--- src/hw/rtl/u8fb_pkg.sv ---
// ----------------------------------------------------------------------------
// u8fb_pkg - shared types and tables for the UTF-8 to font byte transcoder
// Holds the classified byte token, queue sizing and the Latin-1 glyph ROM.
// ----------------------------------------------------------------------------
package u8fb_pkg;

   // decoupling queue between front and back
   localparam int QUEUE_DEPTH = 4;
   localparam int QPTR_W      = $clog2(QUEUE_DEPTH);
   localparam int QCNT_W      = $clog2(QUEUE_DEPTH + 1);

   // one classified input byte
   typedef struct packed {
      logic [7:0] text_byte;
      logic       last_byte;
      logic       is_cont;    // 10xxxxxx
      logic       is_lead2;   // 110xxxxx
      logic       is_lead3;   // 1110xxxx
      logic       is_lead4;   // 11110xxx
      logic       is_print;   // ASCII 32..126
   } token_type;

   // open multi-byte sequence, one-hot
   typedef enum logic [3:0] {
      PEND_NONE  = 4'b0001,
      PEND_TWO   = 4'b0010,
      PEND_THREE = 4'b0100,
      PEND_FOUR  = 4'b1000
   } pend_type;

   // code point U+00A0..U+00FF (offset from 0xA0) to CP437, zero means no glyph
   function automatic logic [7:0] glyph_lookup(input logic [6:0] idx);
      logic [7:0] g;
      case (idx)
         7'd0:  g = 8'h20;
         7'd1:  g = 8'hAD;
         7'd2:  g = 8'h9B;
         7'd3:  g = 8'h9C;
         7'd5:  g = 8'h9D;
         7'd10: g = 8'hA6;
         7'd11: g = 8'hAE;
         7'd12: g = 8'hAA;
         7'd16: g = 8'hF8;
         7'd17: g = 8'hF1;
         7'd18: g = 8'hFD;
         7'd21: g = 8'hE6;
         7'd23: g = 8'hFA;
         7'd26: g = 8'hA7;
         7'd27: g = 8'hAF;
         7'd28: g = 8'hAC;
         7'd29: g = 8'hAB;
         7'd31: g = 8'hA8;
         7'd36: g = 8'h8E;
         7'd37: g = 8'h8F;
         7'd38: g = 8'h92;
         7'd39: g = 8'h80;
         7'd41: g = 8'h90;
         7'd49: g = 8'hA5;
         7'd54: g = 8'h99;
         7'd60: g = 8'h9A;
         7'd63: g = 8'hE1;
         7'd64: g = 8'h85;
         7'd65: g = 8'hA0;
         7'd66: g = 8'h83;
         7'd68: g = 8'h84;
         7'd69: g = 8'h86;
         7'd70: g = 8'h91;
         7'd71: g = 8'h87;
         7'd72: g = 8'h8A;
         7'd73: g = 8'h82;
         7'd74: g = 8'h88;
         7'd75: g = 8'h89;
         7'd76: g = 8'h8D;
         7'd77: g = 8'hA1;
         7'd78: g = 8'h8C;
         7'd79: g = 8'h8B;
         7'd81: g = 8'hA4;
         7'd82: g = 8'h95;
         7'd83: g = 8'hA2;
         7'd84: g = 8'h93;
         7'd86: g = 8'h94;
         7'd87: g = 8'hF6;
         7'd89: g = 8'h97;
         7'd90: g = 8'hA3;
         7'd91: g = 8'h96;
         7'd92: g = 8'h81;
         7'd95: g = 8'h98;
         default: g = 8'h00;
      endcase
      return g;
   endfunction

endpackage

--- src/hw/rtl/utf8_to_font_byte_transcoder.sv ---
// ----------------------------------------------------------------------------
// utf8_to_font_byte_transcoder - UTF-8 byte stream to single-byte font codes
// A req beat that yields a result is registered in the queue, then in the output reg.
// Throughput: one byte per cycle while rsp is not stalled; decode and ROM lookup are combinational.
// A 4-entry queue lets the input keep accepting while rsp is stalled, until it fills.
// Reset: synchronous, clears queue, sequence state, glyph count and rsp valid.
// ----------------------------------------------------------------------------
module utf8_to_font_byte_transcoder
   import u8fb_pkg::*;
#(
   parameter int MAX_TEXT = 64
)
(
   input  logic        clock,
   input  logic        reset,
   input  logic        req_tvalid,
   output logic        req_tready,
   input  logic [7:0]  req_tdata,   // [7:0] text_byte
   input  logic        req_tlast,   // last_byte
   output logic        rsp_tvalid,
   input  logic        rsp_tready,
   output logic [15:0] rsp_tdata,   // [7:0] font_byte, [13:8] glyph_count
   output logic        rsp_tlast,   // end_of_text
   output logic        rsp_tuser    // glyph_valid
);

   logic      q_full;
   logic      q_push;
   logic      q_pop;
   logic      q_not_empty;
   token_type push_token;
   token_type head_token;

   // classify and accept
   u8fb_front u_front (
      .clock      (clock),
      .reset      (reset),
      .req_tvalid (req_tvalid),
      .req_tready (req_tready),
      .req_tdata  (req_tdata),
      .req_tlast  (req_tlast),
      .q_full     (q_full),
      .q_push     (q_push),
      .q_token    (push_token)
   );

   // decoupling queue
   u8fb_queue u_queue (
      .clock      (clock),
      .reset      (reset),
      .push       (q_push),
      .push_token (push_token),
      .full       (q_full),
      .not_empty  (q_not_empty),
      .pop        (q_pop),
      .head_token (head_token)
   );

   // decode and emit
   u8fb_back #(
      .MAX_TEXT (MAX_TEXT)
   ) u_back (
      .clock       (clock),
      .reset       (reset),
      .q_not_empty (q_not_empty),
      .q_head      (head_token),
      .q_pop       (q_pop),
      .rsp_tvalid  (rsp_tvalid),
      .rsp_tready  (rsp_tready),
      .rsp_tdata   (rsp_tdata),
      .rsp_tlast   (rsp_tlast),
      .rsp_tuser   (rsp_tuser)
   );

endmodule

--- src/hw/rtl/u8fb_front.sv ---
// ----------------------------------------------------------------------------
// u8fb_front - input side: accepts byte beats and classifies them
// Tags each byte by its UTF-8 role and pushes the token into the queue.
// ----------------------------------------------------------------------------
module u8fb_front
   import u8fb_pkg::*;
(
   input  logic       clock,
   input  logic       reset,
   input  logic       req_tvalid,
   output logic       req_tready,
   input  logic [7:0] req_tdata,   // [7:0] text_byte
   input  logic       req_tlast,   // last_byte
   input  logic       q_full,
   output logic       q_push,
   output token_type  q_token
);

   logic [7:0] b;

   // accept whenever the queue has room
   assign req_tready = ~q_full;
   assign q_push     = req_tvalid & ~q_full;
   assign b          = req_tdata;

   // byte classification
   always_comb begin
      q_token.text_byte = b;
      q_token.last_byte = req_tlast;
      q_token.is_cont   = (b[7:6] == 2'b10);
      q_token.is_lead2  = (b[7:5] == 3'b110);
      q_token.is_lead3  = (b[7:4] == 4'b1110);
      q_token.is_lead4  = (b[7:3] == 5'b11110);
      q_token.is_print  = (b >= 8'd32) && (b <= 8'd126);
   end

   // push never lands on a full queue
   a_no_push_full: assert property (@(posedge clock) disable iff (reset)
      q_push |-> ~q_full) else $error("push into full queue");

endmodule

--- src/hw/rtl/u8fb_queue.sv ---
// ----------------------------------------------------------------------------
// u8fb_queue - short token queue between front and back
// Register-based FIFO; the head token is presented combinationally.
// ----------------------------------------------------------------------------
module u8fb_queue
   import u8fb_pkg::*;
(
   input  logic      clock,
   input  logic      reset,
   input  logic      push,
   input  token_type push_token,
   output logic      full,
   output logic      not_empty,
   input  logic      pop,
   output token_type head_token
);

   token_type             slot_ff [QUEUE_DEPTH];
   logic [QPTR_W-1:0]     wr_ptr_ff, wr_ptr_in;
   logic [QPTR_W-1:0]     rd_ptr_ff, rd_ptr_in;
   logic [QCNT_W-1:0]     count_ff, count_in;

   assign full       = (count_ff == QCNT_W'(QUEUE_DEPTH));
   assign not_empty  = (count_ff != '0);
   assign head_token = slot_ff[rd_ptr_ff];

   // pointer and fill count update
   always_comb begin
      wr_ptr_in = push ? QPTR_W'(wr_ptr_ff + 1'b1) : wr_ptr_ff;
      rd_ptr_in = pop  ? QPTR_W'(rd_ptr_ff + 1'b1) : rd_ptr_ff;
      count_in  = count_ff;
      if (push && !pop) begin
         count_in = QCNT_W'(count_ff + 1'b1);
      end else if (pop && !push) begin
         count_in = QCNT_W'(count_ff - 1'b1);
      end
   end

   always_ff @(posedge clock) begin
      if (reset) begin
         wr_ptr_ff <= '0;
         rd_ptr_ff <= '0;
         count_ff  <= '0;
      end else begin
         wr_ptr_ff <= wr_ptr_in;
         rd_ptr_ff <= rd_ptr_in;
         count_ff  <= count_in;
      end
   end

   // storage, no reset
   always_ff @(posedge clock) begin
      if (push) begin
         slot_ff[wr_ptr_ff] <= push_token;
      end
   end

   a_no_pop_empty: assert property (@(posedge clock) disable iff (reset)
      pop |-> not_empty) else $error("pop from empty queue");
   a_count_bound: assert property (@(posedge clock) disable iff (reset)
      count_ff <= QCNT_W'(QUEUE_DEPTH)) else $error("queue count overflow");

endmodule

--- src/hw/rtl/u8fb_back.sv ---
// ----------------------------------------------------------------------------
// u8fb_back - decode side: UTF-8 sequence tracker, glyph ROM and output beat
// Pops one token per cycle when the output register can take a result.
// ----------------------------------------------------------------------------
module u8fb_back
   import u8fb_pkg::*;
#(
   parameter int MAX_TEXT = 64
)
(
   input  logic        clock,
   input  logic        reset,
   input  logic        q_not_empty,
   input  token_type   q_head,
   output logic        q_pop,
   output logic        rsp_tvalid,
   input  logic        rsp_tready,
   output logic [15:0] rsp_tdata,  // [7:0] font_byte, [13:8] glyph_count, [15:14] zero
   output logic        rsp_tlast,  // end_of_text
   output logic        rsp_tuser   // glyph_valid
);

   localparam int                CNT_W = $clog2(MAX_TEXT);
   localparam logic [CNT_W-1:0]  CAP   = CNT_W'(MAX_TEXT - 1);

   pend_type          pend_ff, pend_in;
   logic [1:0]        need_ff, need_in;
   logic [4:0]        payload_ff, payload_in;
   logic [CNT_W-1:0]  count_ff, count_in;

   logic              rsp_valid_ff, rsp_valid_in;
   logic [7:0]        font_ff, font_in;
   logic [5:0]        shown_ff, shown_in;
   logic              eot_ff, eot_in;
   logic              gv_ff, gv_in;

   logic              back_ready;
   logic [7:0]        b;
   logic [7:0]        cp_low;
   logic [6:0]        rom_idx;
   logic              cp_in_range;
   logic [7:0]        glyph;
   logic              consumed;
   logic [8:0]        cnt_ext;

   assign back_ready = ~rsp_valid_ff | rsp_tready;
   assign q_pop      = q_not_empty & back_ready;
   assign b          = q_head.text_byte;

   // two-byte point, low 8 bits, and its ROM index
   assign cp_low      = {payload_ff[1:0], b[5:0]};
   assign cp_in_range = (payload_ff == 5'd3) || ((payload_ff == 5'd2) && b[5]);
   assign rom_idx     = 7'(cp_low - 8'hA0);

   // sequence tracking and glyph selection
   always_comb begin
      pend_in    = pend_ff;
      need_in    = need_ff;
      payload_in = payload_ff;
      count_in   = count_ff;
      glyph      = 8'h00;
      consumed   = 1'b0;
      if (count_ff < CAP) begin
         if (pend_ff != PEND_NONE) begin
            if (q_head.is_cont) begin
               consumed = 1'b1;
               if (pend_ff == PEND_TWO) begin
                  glyph      = cp_in_range ? glyph_lookup(rom_idx) : 8'h00;
                  pend_in    = PEND_NONE;
                  need_in    = 2'd0;
                  payload_in = 5'd0;
               end else begin
                  need_in = need_ff - 2'd1;
                  if (need_ff == 2'd1) begin
                     pend_in    = PEND_NONE;
                     payload_in = 5'd0;
                  end
               end
            end else begin
               // broken sequence: drop it, reprocess this byte
               pend_in    = PEND_NONE;
               need_in    = 2'd0;
               payload_in = 5'd0;
            end
         end
         if (!consumed) begin
            if (q_head.is_print) begin
               glyph = b;
            end else if (q_head.is_lead2) begin
               pend_in    = PEND_TWO;
               need_in    = 2'd1;
               payload_in = b[4:0];
            end else if (q_head.is_lead3) begin
               pend_in    = PEND_THREE;
               need_in    = 2'd2;
               payload_in = 5'd0;
            end else if (q_head.is_lead4) begin
               pend_in    = PEND_FOUR;
               need_in    = 2'd3;
               payload_in = 5'd0;
            end
         end
         if (glyph != 8'h00) begin
            count_in = CNT_W'(count_ff + 1'b1);
         end
      end
      // end of string clears the sequence state and the glyph count
      if (q_head.last_byte) begin
         pend_in    = PEND_NONE;
         need_in    = 2'd0;
         payload_in = 5'd0;
         count_in   = '0;
      end
   end

   // count shown in the beat, saturating at 63
   always_comb begin
      cnt_ext  = 9'(count_ff) + ((glyph != 8'h00) ? 9'd1 : 9'd0);
      shown_in = (cnt_ext > 9'd63) ? 6'd63 : cnt_ext[5:0];
   end

   // output register load
   always_comb begin
      rsp_valid_in = rsp_valid_ff & ~rsp_tready;
      font_in      = font_ff;
      eot_in       = eot_ff;
      gv_in        = gv_ff;
      if (q_pop && ((glyph != 8'h00) || q_head.last_byte)) begin
         rsp_valid_in = 1'b1;
         font_in      = glyph;
         eot_in       = q_head.last_byte;
         gv_in        = (glyph != 8'h00);
      end
   end

   always_ff @(posedge clock) begin
      if (reset) begin
         pend_ff      <= PEND_NONE;
         need_ff      <= 2'd0;
         payload_ff   <= 5'd0;
         count_ff     <= '0;
         rsp_valid_ff <= 1'b0;
      end else begin
         if (q_pop) begin
            pend_ff    <= pend_in;
            need_ff    <= need_in;
            payload_ff <= payload_in;
            count_ff   <= count_in;
         end
         rsp_valid_ff <= rsp_valid_in;
      end
   end

   // payload, no reset
   always_ff @(posedge clock) begin
      font_ff <= font_in;
      eot_ff  <= eot_in;
      gv_ff   <= gv_in;
      if (q_pop) begin
         shown_ff <= shown_in;
      end
   end

   assign rsp_tvalid = rsp_valid_ff;
   assign rsp_tdata  = {2'b00, shown_ff, font_ff};
   assign rsp_tlast  = eot_ff;
   assign rsp_tuser  = gv_ff;

   a_cap: assert property (@(posedge clock) disable iff (reset)
      count_ff <= CAP) else $error("glyph count past cap");
   a_clear_on_last: assert property (@(posedge clock) disable iff (reset)
      q_pop && q_head.last_byte |=> (count_ff == '0) && (pend_ff == PEND_NONE))
      else $error("state not cleared after last byte");
   a_glyph_nonzero: assert property (@(posedge clock) disable iff (reset)
      rsp_valid_ff && gv_ff |-> font_ff != 8'h00) else $error("empty glyph flagged");
   a_beat_reason: assert property (@(posedge clock) disable iff (reset)
      rsp_valid_ff |-> gv_ff || eot_ff) else $error("beat without glyph or end");

endmodule
--- config.mk ---
export PLATFORM = sky130hd
export DESIGN_NAME = utf8_to_font_byte_transcoder
export DESIGN_NICKNAME = d
export VERILOG_FILES = /design/src/hw/rtl/u8fb_pkg.sv /design/src/hw/rtl/utf8_to_font_byte_transcoder.sv /design/src/hw/rtl/u8fb_front.sv /design/src/hw/rtl/u8fb_queue.sv /design/src/hw/rtl/u8fb_back.sv
export SDC_FILE = /design/constraint.sdc
export NUM_CORES = 1
export LEC_CHECK = 0
export BUFFER_PORTS_ARGS = -buffer_cell sky130_fd_sc_hd__buf_2
export CAP_MARGIN = 20
export CORE_AREA = 2 2 82 143
export CTS_CLUSTER_DIAMETER = 150
export DETAILED_ROUTE_END_ITERATION = 12
export DIE_AREA = 0 0 84 145
export GPL_TIMING_DRIVEN = 0
export PLACE_DENSITY = 0.69
export SLEW_MARGIN = 20
export SYNTH_ARGS = -nofsm -noshare
export SYNTH_HDL_FRONTEND = slang
export SYNTH_SLANG_ARGS = --single-unit
--- constraint.sdc ---
create_clock -name clock -period 3.7 [get_ports clock]
set_input_delay 0.185 -clock clock [delete_from_list [all_inputs] [get_ports clock]]
set_output_delay 0.185 -clock clock [all_outputs]
set_load 0.05 [all_outputs]
==> flow_metrics.py, run 1 <==
metrics = {
    "pwr": {
        "irDropWorstVdd_uv": 637,
        "p_clk_share_pct": 15.3,
        "p_leak_nw": 2.41,
        "total_power_w": 0.00582,
        "p_sw_w": 0.00259,
        "p_int_w": 0.00322,
        "seqPwrFrac_pct": 26.7,
        "combPwrFrac_pct": 58.0,
        "power_density_nw_per_um2": 883,
        "swShare_pct": 44.6,
    },
    "sta": {
        "post-route-period-util_pct": 106,
        "fmax_mhz": 256,
        "layout_setup_ws_ns": -0.205,
        "grt_setup_unrepaired": "true",
        "worst_pin_slew_ns": 0.755,
        "fin_crit_ns": 3.90,
        "finClkSkew_ns": 0.0132,
        "relSlewSlack_pct": 49.7,
        "drv_slew": 0,
        "hold_violations": 0,
        "setup_viol": 6,
        "fin_setup_tns_ns": -1.03,
    },
    "run_status": {
        "failed_checks": "setup timing",
        "status": "finished, violations left",
    },
    "finish": {
        "utilization_pct": 59.7,
        "n_antenna_cell": 0,
        "final_common_cell": "edfxtp_1",
        "fin_nets": 588,
        "syn2layout_area_growth_pct": 22.5,
        "layout_common_cells": "edfxtp_1 (72), nor2_1 (46), buf_2 (36)",
        "final_cell_count_no_fill": 694,
        "drive_gt1_share_pct": 28.8,
    },
    "placement": {
        "place_congestion": 0.992,
        "place_inst": 648,
        "post-dp-hpwl_um": 9590,
        "portBuffers": 30,
    },
    "global_routing": {
        "grt_max_degree": 19,
        "grt_overflow": 0,
        "antenna_found_initial": 0,
        "grt_use_total_pct": 23.4,
        "grt_pass1_vias": 4315,
        "grt_pass1_wl_um": 22200,
    },
    "synth": {
        "async_reset_ff_share_pct": 0,
        "synthCells": 485,
        "ys_warn_count": 0,
        "synth_edf_count": 72,
        "ys.flop_type": "edfxtp_1",
        "yosys.cell_types.count": 75,
        "synth-seq-cells": 99,
        "ys_seq_area_share_pct": 50.3,
        "syn_area_um2": 5380,
        "synth_area_per_cell_um2": 11.1,
    },
    "critical_path": {
        "setup.worst_path.end_class": "flop",
        "r2r_end": "u_back.shown_ff[4]",
        "r2r_slack_ns": -0.20,
        "worst-setup-path-type": "reg2reg",
        "start_kind": "flop",
        "cp.required_ns": 3.81,
        "reg2reg_depth": 17,
        "worst_ep_arrival_time_ns": 4.01,
        "crit_fanout": 5,
    },
    "clock_tree": {
        "path_clk_slew_ns": 0.07,
        "cts_sinks": 99,
        "root_buffer": "clkbuf_16",
        "numCtsBuffers": 9,
        "cts_tree": "yes",
        "cts_hold_buf": 0,
        "clockBufferDepth": 2,
        "h-tree-depth": 3,
        "clock_latency_ns": 0.35,
    },
    "die": {
        "die-area_um2": 12200,
        "core_area_um2": 11000,
        "rows": 51,
        "initial_core_util_pct": 48.7,
        "io_pins": 33,
        "die_h_um": 145,
        "die_x_um": 84,
    },
    "route": {
        "drc_errors": 0,
        "vias": 4344,
        "drtIter0Drc": 328,
        "first_pass_iters": 6,
        "finalWirelength_um": 14000,
        "antenna_left": 0,
        "viasPerCell": 6.26,
        "avgRoutedWirePerCell_um": 20.2,
    },
    "min_path": {
        "hold_path.class": "in2reg",
        "min_path_cells": 1,
        "holdCritStartpoint": "req_tlast",
        "holdPathEnd": "u_queue.slot_ff[0][5]",
    },
    "job": {
        "drv_cap": 0,
    },
}
[worst max-delay path by stage]
stage | startpoint | end
5_1_grt | flop | u_back.shown_ff[4]
6_report | flop | u_back.shown_ff[4]
4_1_cts | flop | u_back.shown_ff[4]
2_1_floorplan | flop | u_back.shown_ff[4]
3_5_place_dp | flop | u_back.shown_ff[4]
3_3_place_gp | flop | u_back.shown_ff[4]
[Yosys cell counts, drive strengths merged (3+ instances only)]
cell type | instances | share of area [%]
a211oi | 6 | 0.93
o21a | 3 | 0.42
o221ai | 4 | 0.65
xor2 | 6 | 0.98
nand2 | 33 | 2.3
and2 | 6 | 0.70
xnor2 | 4 | 0.65
or2 | 5 | 0.58
a31oi | 9 | 1.0
a22oi | 7 | 0.98
nor3 | 7 | 0.65
o211ai | 8 | 1.1
a32o | 3 | 0.56
edfxtp | 72 | 40
nand2b | 11 | 1.3
nor2b | 3 | 0.35
and3 | 10 | 1.2
nand3 | 13 | 1.4
mux4 | 14 | 5.9
dfxtp | 27 | 10
clkinv | 3 | 0.21
buf | 16 | 1.9
o31ai | 6 | 0.93
clkbuf | 14 | 0.98
o2111ai | 5 | 0.81
nand4 | 5 | 0.58
a21oi | 31 | 2.9
or3 | 5 | 0.58
mux2i | 7 | 1.3
ha | 17 | 4.0
o21ai | 18 | 1.7
a211o | 3 | 0.49
inv | 15 | 1.0
a21o | 3 | 0.42
nor2 | 49 | 3.4
[final cells by class]
cell class | count | area, um2
Timing Repair Buffer | 61 | 407
Inverter | 18 | 73.8
Clock buffer | 9 | 225
Sequential cell | 99 | 2700
Clock inverter | 7 | 56.3
Multi-Input combinational cell | 339 | 2750
Fill cell | 904 | 4450
Tap cell | 132 | 165
Buffer | 29 | 208
[power by group through the flow]
stage,clock (W),combinational (W),sequential (W)
after detailed placement,0,0.00269,0.00157
final,0.000887,0.00338,0.00155
after global placement,0,0.00268,0.00156
after CTS,0.000902,0.00307,0.00155
after floorplan,0,0.00170,0.00189
after global routing,0.000940,0.00358,0.00157
[worst max-delay path, stage by stage, from the launching register on]
cell        delay [ns]
dfxtp_2           0.35
buf_12            0.11
mux4_2            0.56
buf_6             0.15
clkinvlp_4        0.14
ha_4              0.24
or3_1             0.37
o211ai_1          0.10
a21oi_1           0.11
a211oi_2          0.28
a2bb2oi_2         0.24
and3_4            0.24
nor2_4            0.05
ha_4              0.19
ha_4              0.16
buf_4             0.15
a31oi_1           0.16
nor2_1            0.06
[layer usage]
layer  global-route usage (%)  wire [um]  vias up  share of wire [%]
met4                     14.9        822        0                5.9
met3                     3.92        689       61                4.9
met5                        0          0        -                  0
met1                     26.1       5270     2095                 38
met2                     40.6       7260      191                 52
li1                         -          -     1997                  -
[flip-flops by register name, summed over array words and instances (netlist names), 3 cells and up, named ones only]
register / count
u_back.count_ff: 6
u_back.font_ff: 8
u_back.payload_ff: 5
u_back.pend_ff: 4
u_back.shown_ff: 6
u_queue.count_ff: 3
u_queue.slot_ff: 56
[repair_timing]
action | CTS | global route
cloned | 0 | 0
setup endpoints to repair | 19 | 16
pin swaps | 15 | 18
buffers inserted | 26 | 10
gates resized for setup | 36 | 30
[metrics by stage]
step	hold WS (ns)	setup slack (ns)	area (um2)
floorplan	0.284	-0.0989	5430
global placement	0.410	-0.824	5750
detailed placement	0.416	-0.817	5750
CTS	0.0510	-0.164	6370
global route	0.0555	-0.306	6590
finish	0.0680	-0.205	6590
[cells by family after synthesis]
family	share of synthesized area (%)
other	0.0697
DFF	50.3
and+or+nand+nor	15.3
adders and majority gates	4.33
AOI/OAI and AO/OA	16.7
muxes	7.58
xor gates and xnor gates	1.63
buffers and inverters	4.09
Power figures use the tool's default switching activity.
==> run 2: changes to the inputs <==
- MAX_ROUTING_LAYER: unset -> met4
==> flow_metrics.py, run 2 (synthesized netlist as in run 1, its figures left out) <==
metrics = {
    "run_status": {
        "status": "finished, violations left",
        "failed_checks": "setup timing",
    },
    "global_routing": {
        "grt_overflow": 0,
        "grt_pass1_vias": 4320,
        "grt_pass1_wl_um": 22200,
        "grt_max_degree": 19,
        "grt_use_total_pct": 23.9,
        "antenna_found_initial": 0,
    },
    "finish": {
        "final_common_cell": "edfxtp_1",
        "reg_top3": "u_queue.slot_ff x56, u_back.font_ff x8",
        "drive_gt1_share_pct": 28.7,
        "n_antenna_cell": 0,
        "utilization_pct": 59.7,
        "fin_nets": 586,
        "fillers": 881,
        "largest_reg_flops": 56,
        "syn2layout_area_growth_pct": 22.5,
        "layout_common_cells": "edfxtp_1 (72), nor2_1 (45), buf_2 (34)",
        "largest_register": "u_queue.slot_ff",
    },
    "clock_tree": {
        "clock_latency_ns": 0.35,
        "cts_sinks": 99,
        "path_clk_slew_ns": 0.07,
        "root_buffer": "clkbuf_16",
        "clockBufferDepth": 2,
        "numCtsBuffers": 9,
        "h-tree-depth": 3,
        "cts_tree": "yes",
        "cts_hold_buf": 0,
    },
    "route": {
        "vias": 4366,
        "drc_errors": 0,
        "avgRoutedWirePerCell_um": 20.7,
        "antenna_left": 0,
        "first_pass_iters": 5,
        "finalWirelength_um": 14300,
        "viasPerCell": 6.31,
        "drtIter0Drc": 376,
    },
    "critical_path": {
        "cp.required_ns": 3.80,
        "setup.worst_path.end_class": "flop",
        "worst_ep_arrival_time_ns": 3.92,
        "r2r_slack_ns": -0.11,
        "worst-setup-path-type": "reg2reg",
        "crit_fanout": 6,
        "start_kind": "flop",
        "r2r_end": "u_back.shown_ff[0]",
        "reg2reg_depth": 18,
    },
    "placement": {
        "place_congestion": 0.995,
        "portBuffers": 30,
        "post-dp-hpwl_um": 9750,
    },
    "die": {
        "rows": 51,
        "die_h_um": 145,
        "io_pins": 33,
        "die-area_um2": 12200,
        "initial_core_util_pct": 48.7,
        "core_area_um2": 11000,
        "die_x_um": 84,
    },
    "pwr": {
        "p_sw_w": 0.00257,
        "combPwrFrac_pct": 56.4,
        "p_clk_share_pct": 17.1,
        "seqPwrFrac_pct": 26.5,
        "p_int_w": 0.00328,
        "irDropWorstVdd_uv": 714,
        "swShare_pct": 44.0,
        "power_density_nw_per_um2": 888,
        "p_leak_nw": 2.41,
        "total_power_w": 0.00585,
    },
    "sta": {
        "fin_crit_ns": 3.81,
        "grt_setup_unrepaired": "true",
        "relSlewSlack_pct": 51.6,
        "setup_viol": 5,
        "drv_slew": 0,
        "post-route-period-util_pct": 103,
        "hold_violations": 0,
        "worst_pin_slew_ns": 0.727,
        "layout_setup_ws_ns": -0.115,
        "fmax_mhz": 262,
        "finClkSkew_ns": 0.0117,
    },
    "min_path": {
        "hold_path.class": "in2reg",
        "holdPathEnd": "u_queue.slot_ff[1][5]",
        "min_path_cells": 1,
        "holdCritStartpoint": "req_tlast",
    },
    "job": {
        "drv_cap": 0,
    },
}
## run 2: changes by cell type in the layout (fill, tap and decap cells not counted), moves of 2 or more
| cell | before | now |
|---|---|---|
| a31oi_1 | 9 | 7 |
| a31oi_2 | 0 | 2 |
| buf_2 | 36 | 34 |
| inv_4 | 2 | 0 |
| mux2i_1 | 4 | 6 |
| mux2i_2 | 2 | 0 |
| nand2b_1 | 9 | 11 |
| nand2b_4 | 2 | 0 |
| nor3_1 | 7 | 5 |
| nor3_2 | 0 | 2 |
## run 2: worst max path at each step
stage / startpoint / endpoint / cells past startpoint / slack (ns)
2_1_floorplan: flop / u_back.shown_ff[4] / 17 / -0.1
6_report: flop / u_back.shown_ff[0] / 18 / -0.11
5_1_grt: flop / u_back.shown_ff[4] / 18 / -0.24
3_3_place_gp: flop / u_back.shown_ff[4] / 16 / -0.82
4_1_cts: flop / u_back.shown_ff[0] / 18 / -0.09
3_5_place_dp: flop / u_back.shown_ff[4] / 17 / -0.89
## run 2: power by group through the flow
stage               logic, W  clock network, W  registers [W]
global route         0.00349           0.00105        0.00158
finish               0.00330          0.000999        0.00155
CTS                  0.00307           0.00101        0.00155
floorplan            0.00170                 0        0.00189
global placement     0.00268                 0        0.00156
detailed placement   0.00268                 0        0.00157
## run 2: timing repair
item	in CTS	in global routing
pin swaps	20	7
buffers inserted	28	3
cloned	0	0
endpoints found under the setup margin	19	16
hold endpoints to repair	0	0
gates resized for setup	45	26
## run 2: worst max-delay path, cell delays in order, from the launching register on
cell and delay, ns:
dfxtp_2 0.34, buf_12 0.12, mux4_2 0.55, clkbuf_16 0.19, ha_4 0.18, nand2b_1 0.08
o22a_2 0.22, o21ai_2 0.10, a311oi_2 0.24, o31ai_2 0.11, buf_4 0.16, nor4_4 0.28
and3_4 0.25, nor2_4 0.05, ha_4 0.19, ha_4 0.17, nand2_4 0.09, nor2_2 0.05
or2_4 0.22
## run 2: final cells by class
class,count,area [um2],share of cell area (%)
plain buffers,29,219,3.32
clock buffers,10,250,3.80
clock inverters,6,80.1,1.22
inverters,18,80.1,1.22
multi-input cells,339,2710,41.2
flip-flops and latches,99,2700,41.0
well taps,132,165,2.51
repair buffers,59,379,5.75
## run 2: stage by stage
stage                     instance area [um2]  setup TNS, ns  hold WS [ns]  setup slack, ns  instances
after floorplan                          5430         -0.242         0.284          -0.0989        486
after global placement                   5750          -6.47         0.410           -0.817        648
after detailed placement                 5750          -7.30         0.416           -0.894        648
after CTS                                6440         -0.311        0.0516          -0.0931        689
after global routing                     6590         -0.949        0.0628           -0.243        692
final                                    6590         -0.391        0.0621           -0.115        692
## run 2: metal layers
metal  wire, um  share of wire, %  vias to the layer above  global-route usage [%]
li1           -                 -                     1990                       -
met1       5300                37                     2100                    25.6
met4        720               5.0                        0                    12.0
met3        739               5.2                       73                    3.98
met5          0                 0                        -                       -
met2       7540                53                      203                    42.0
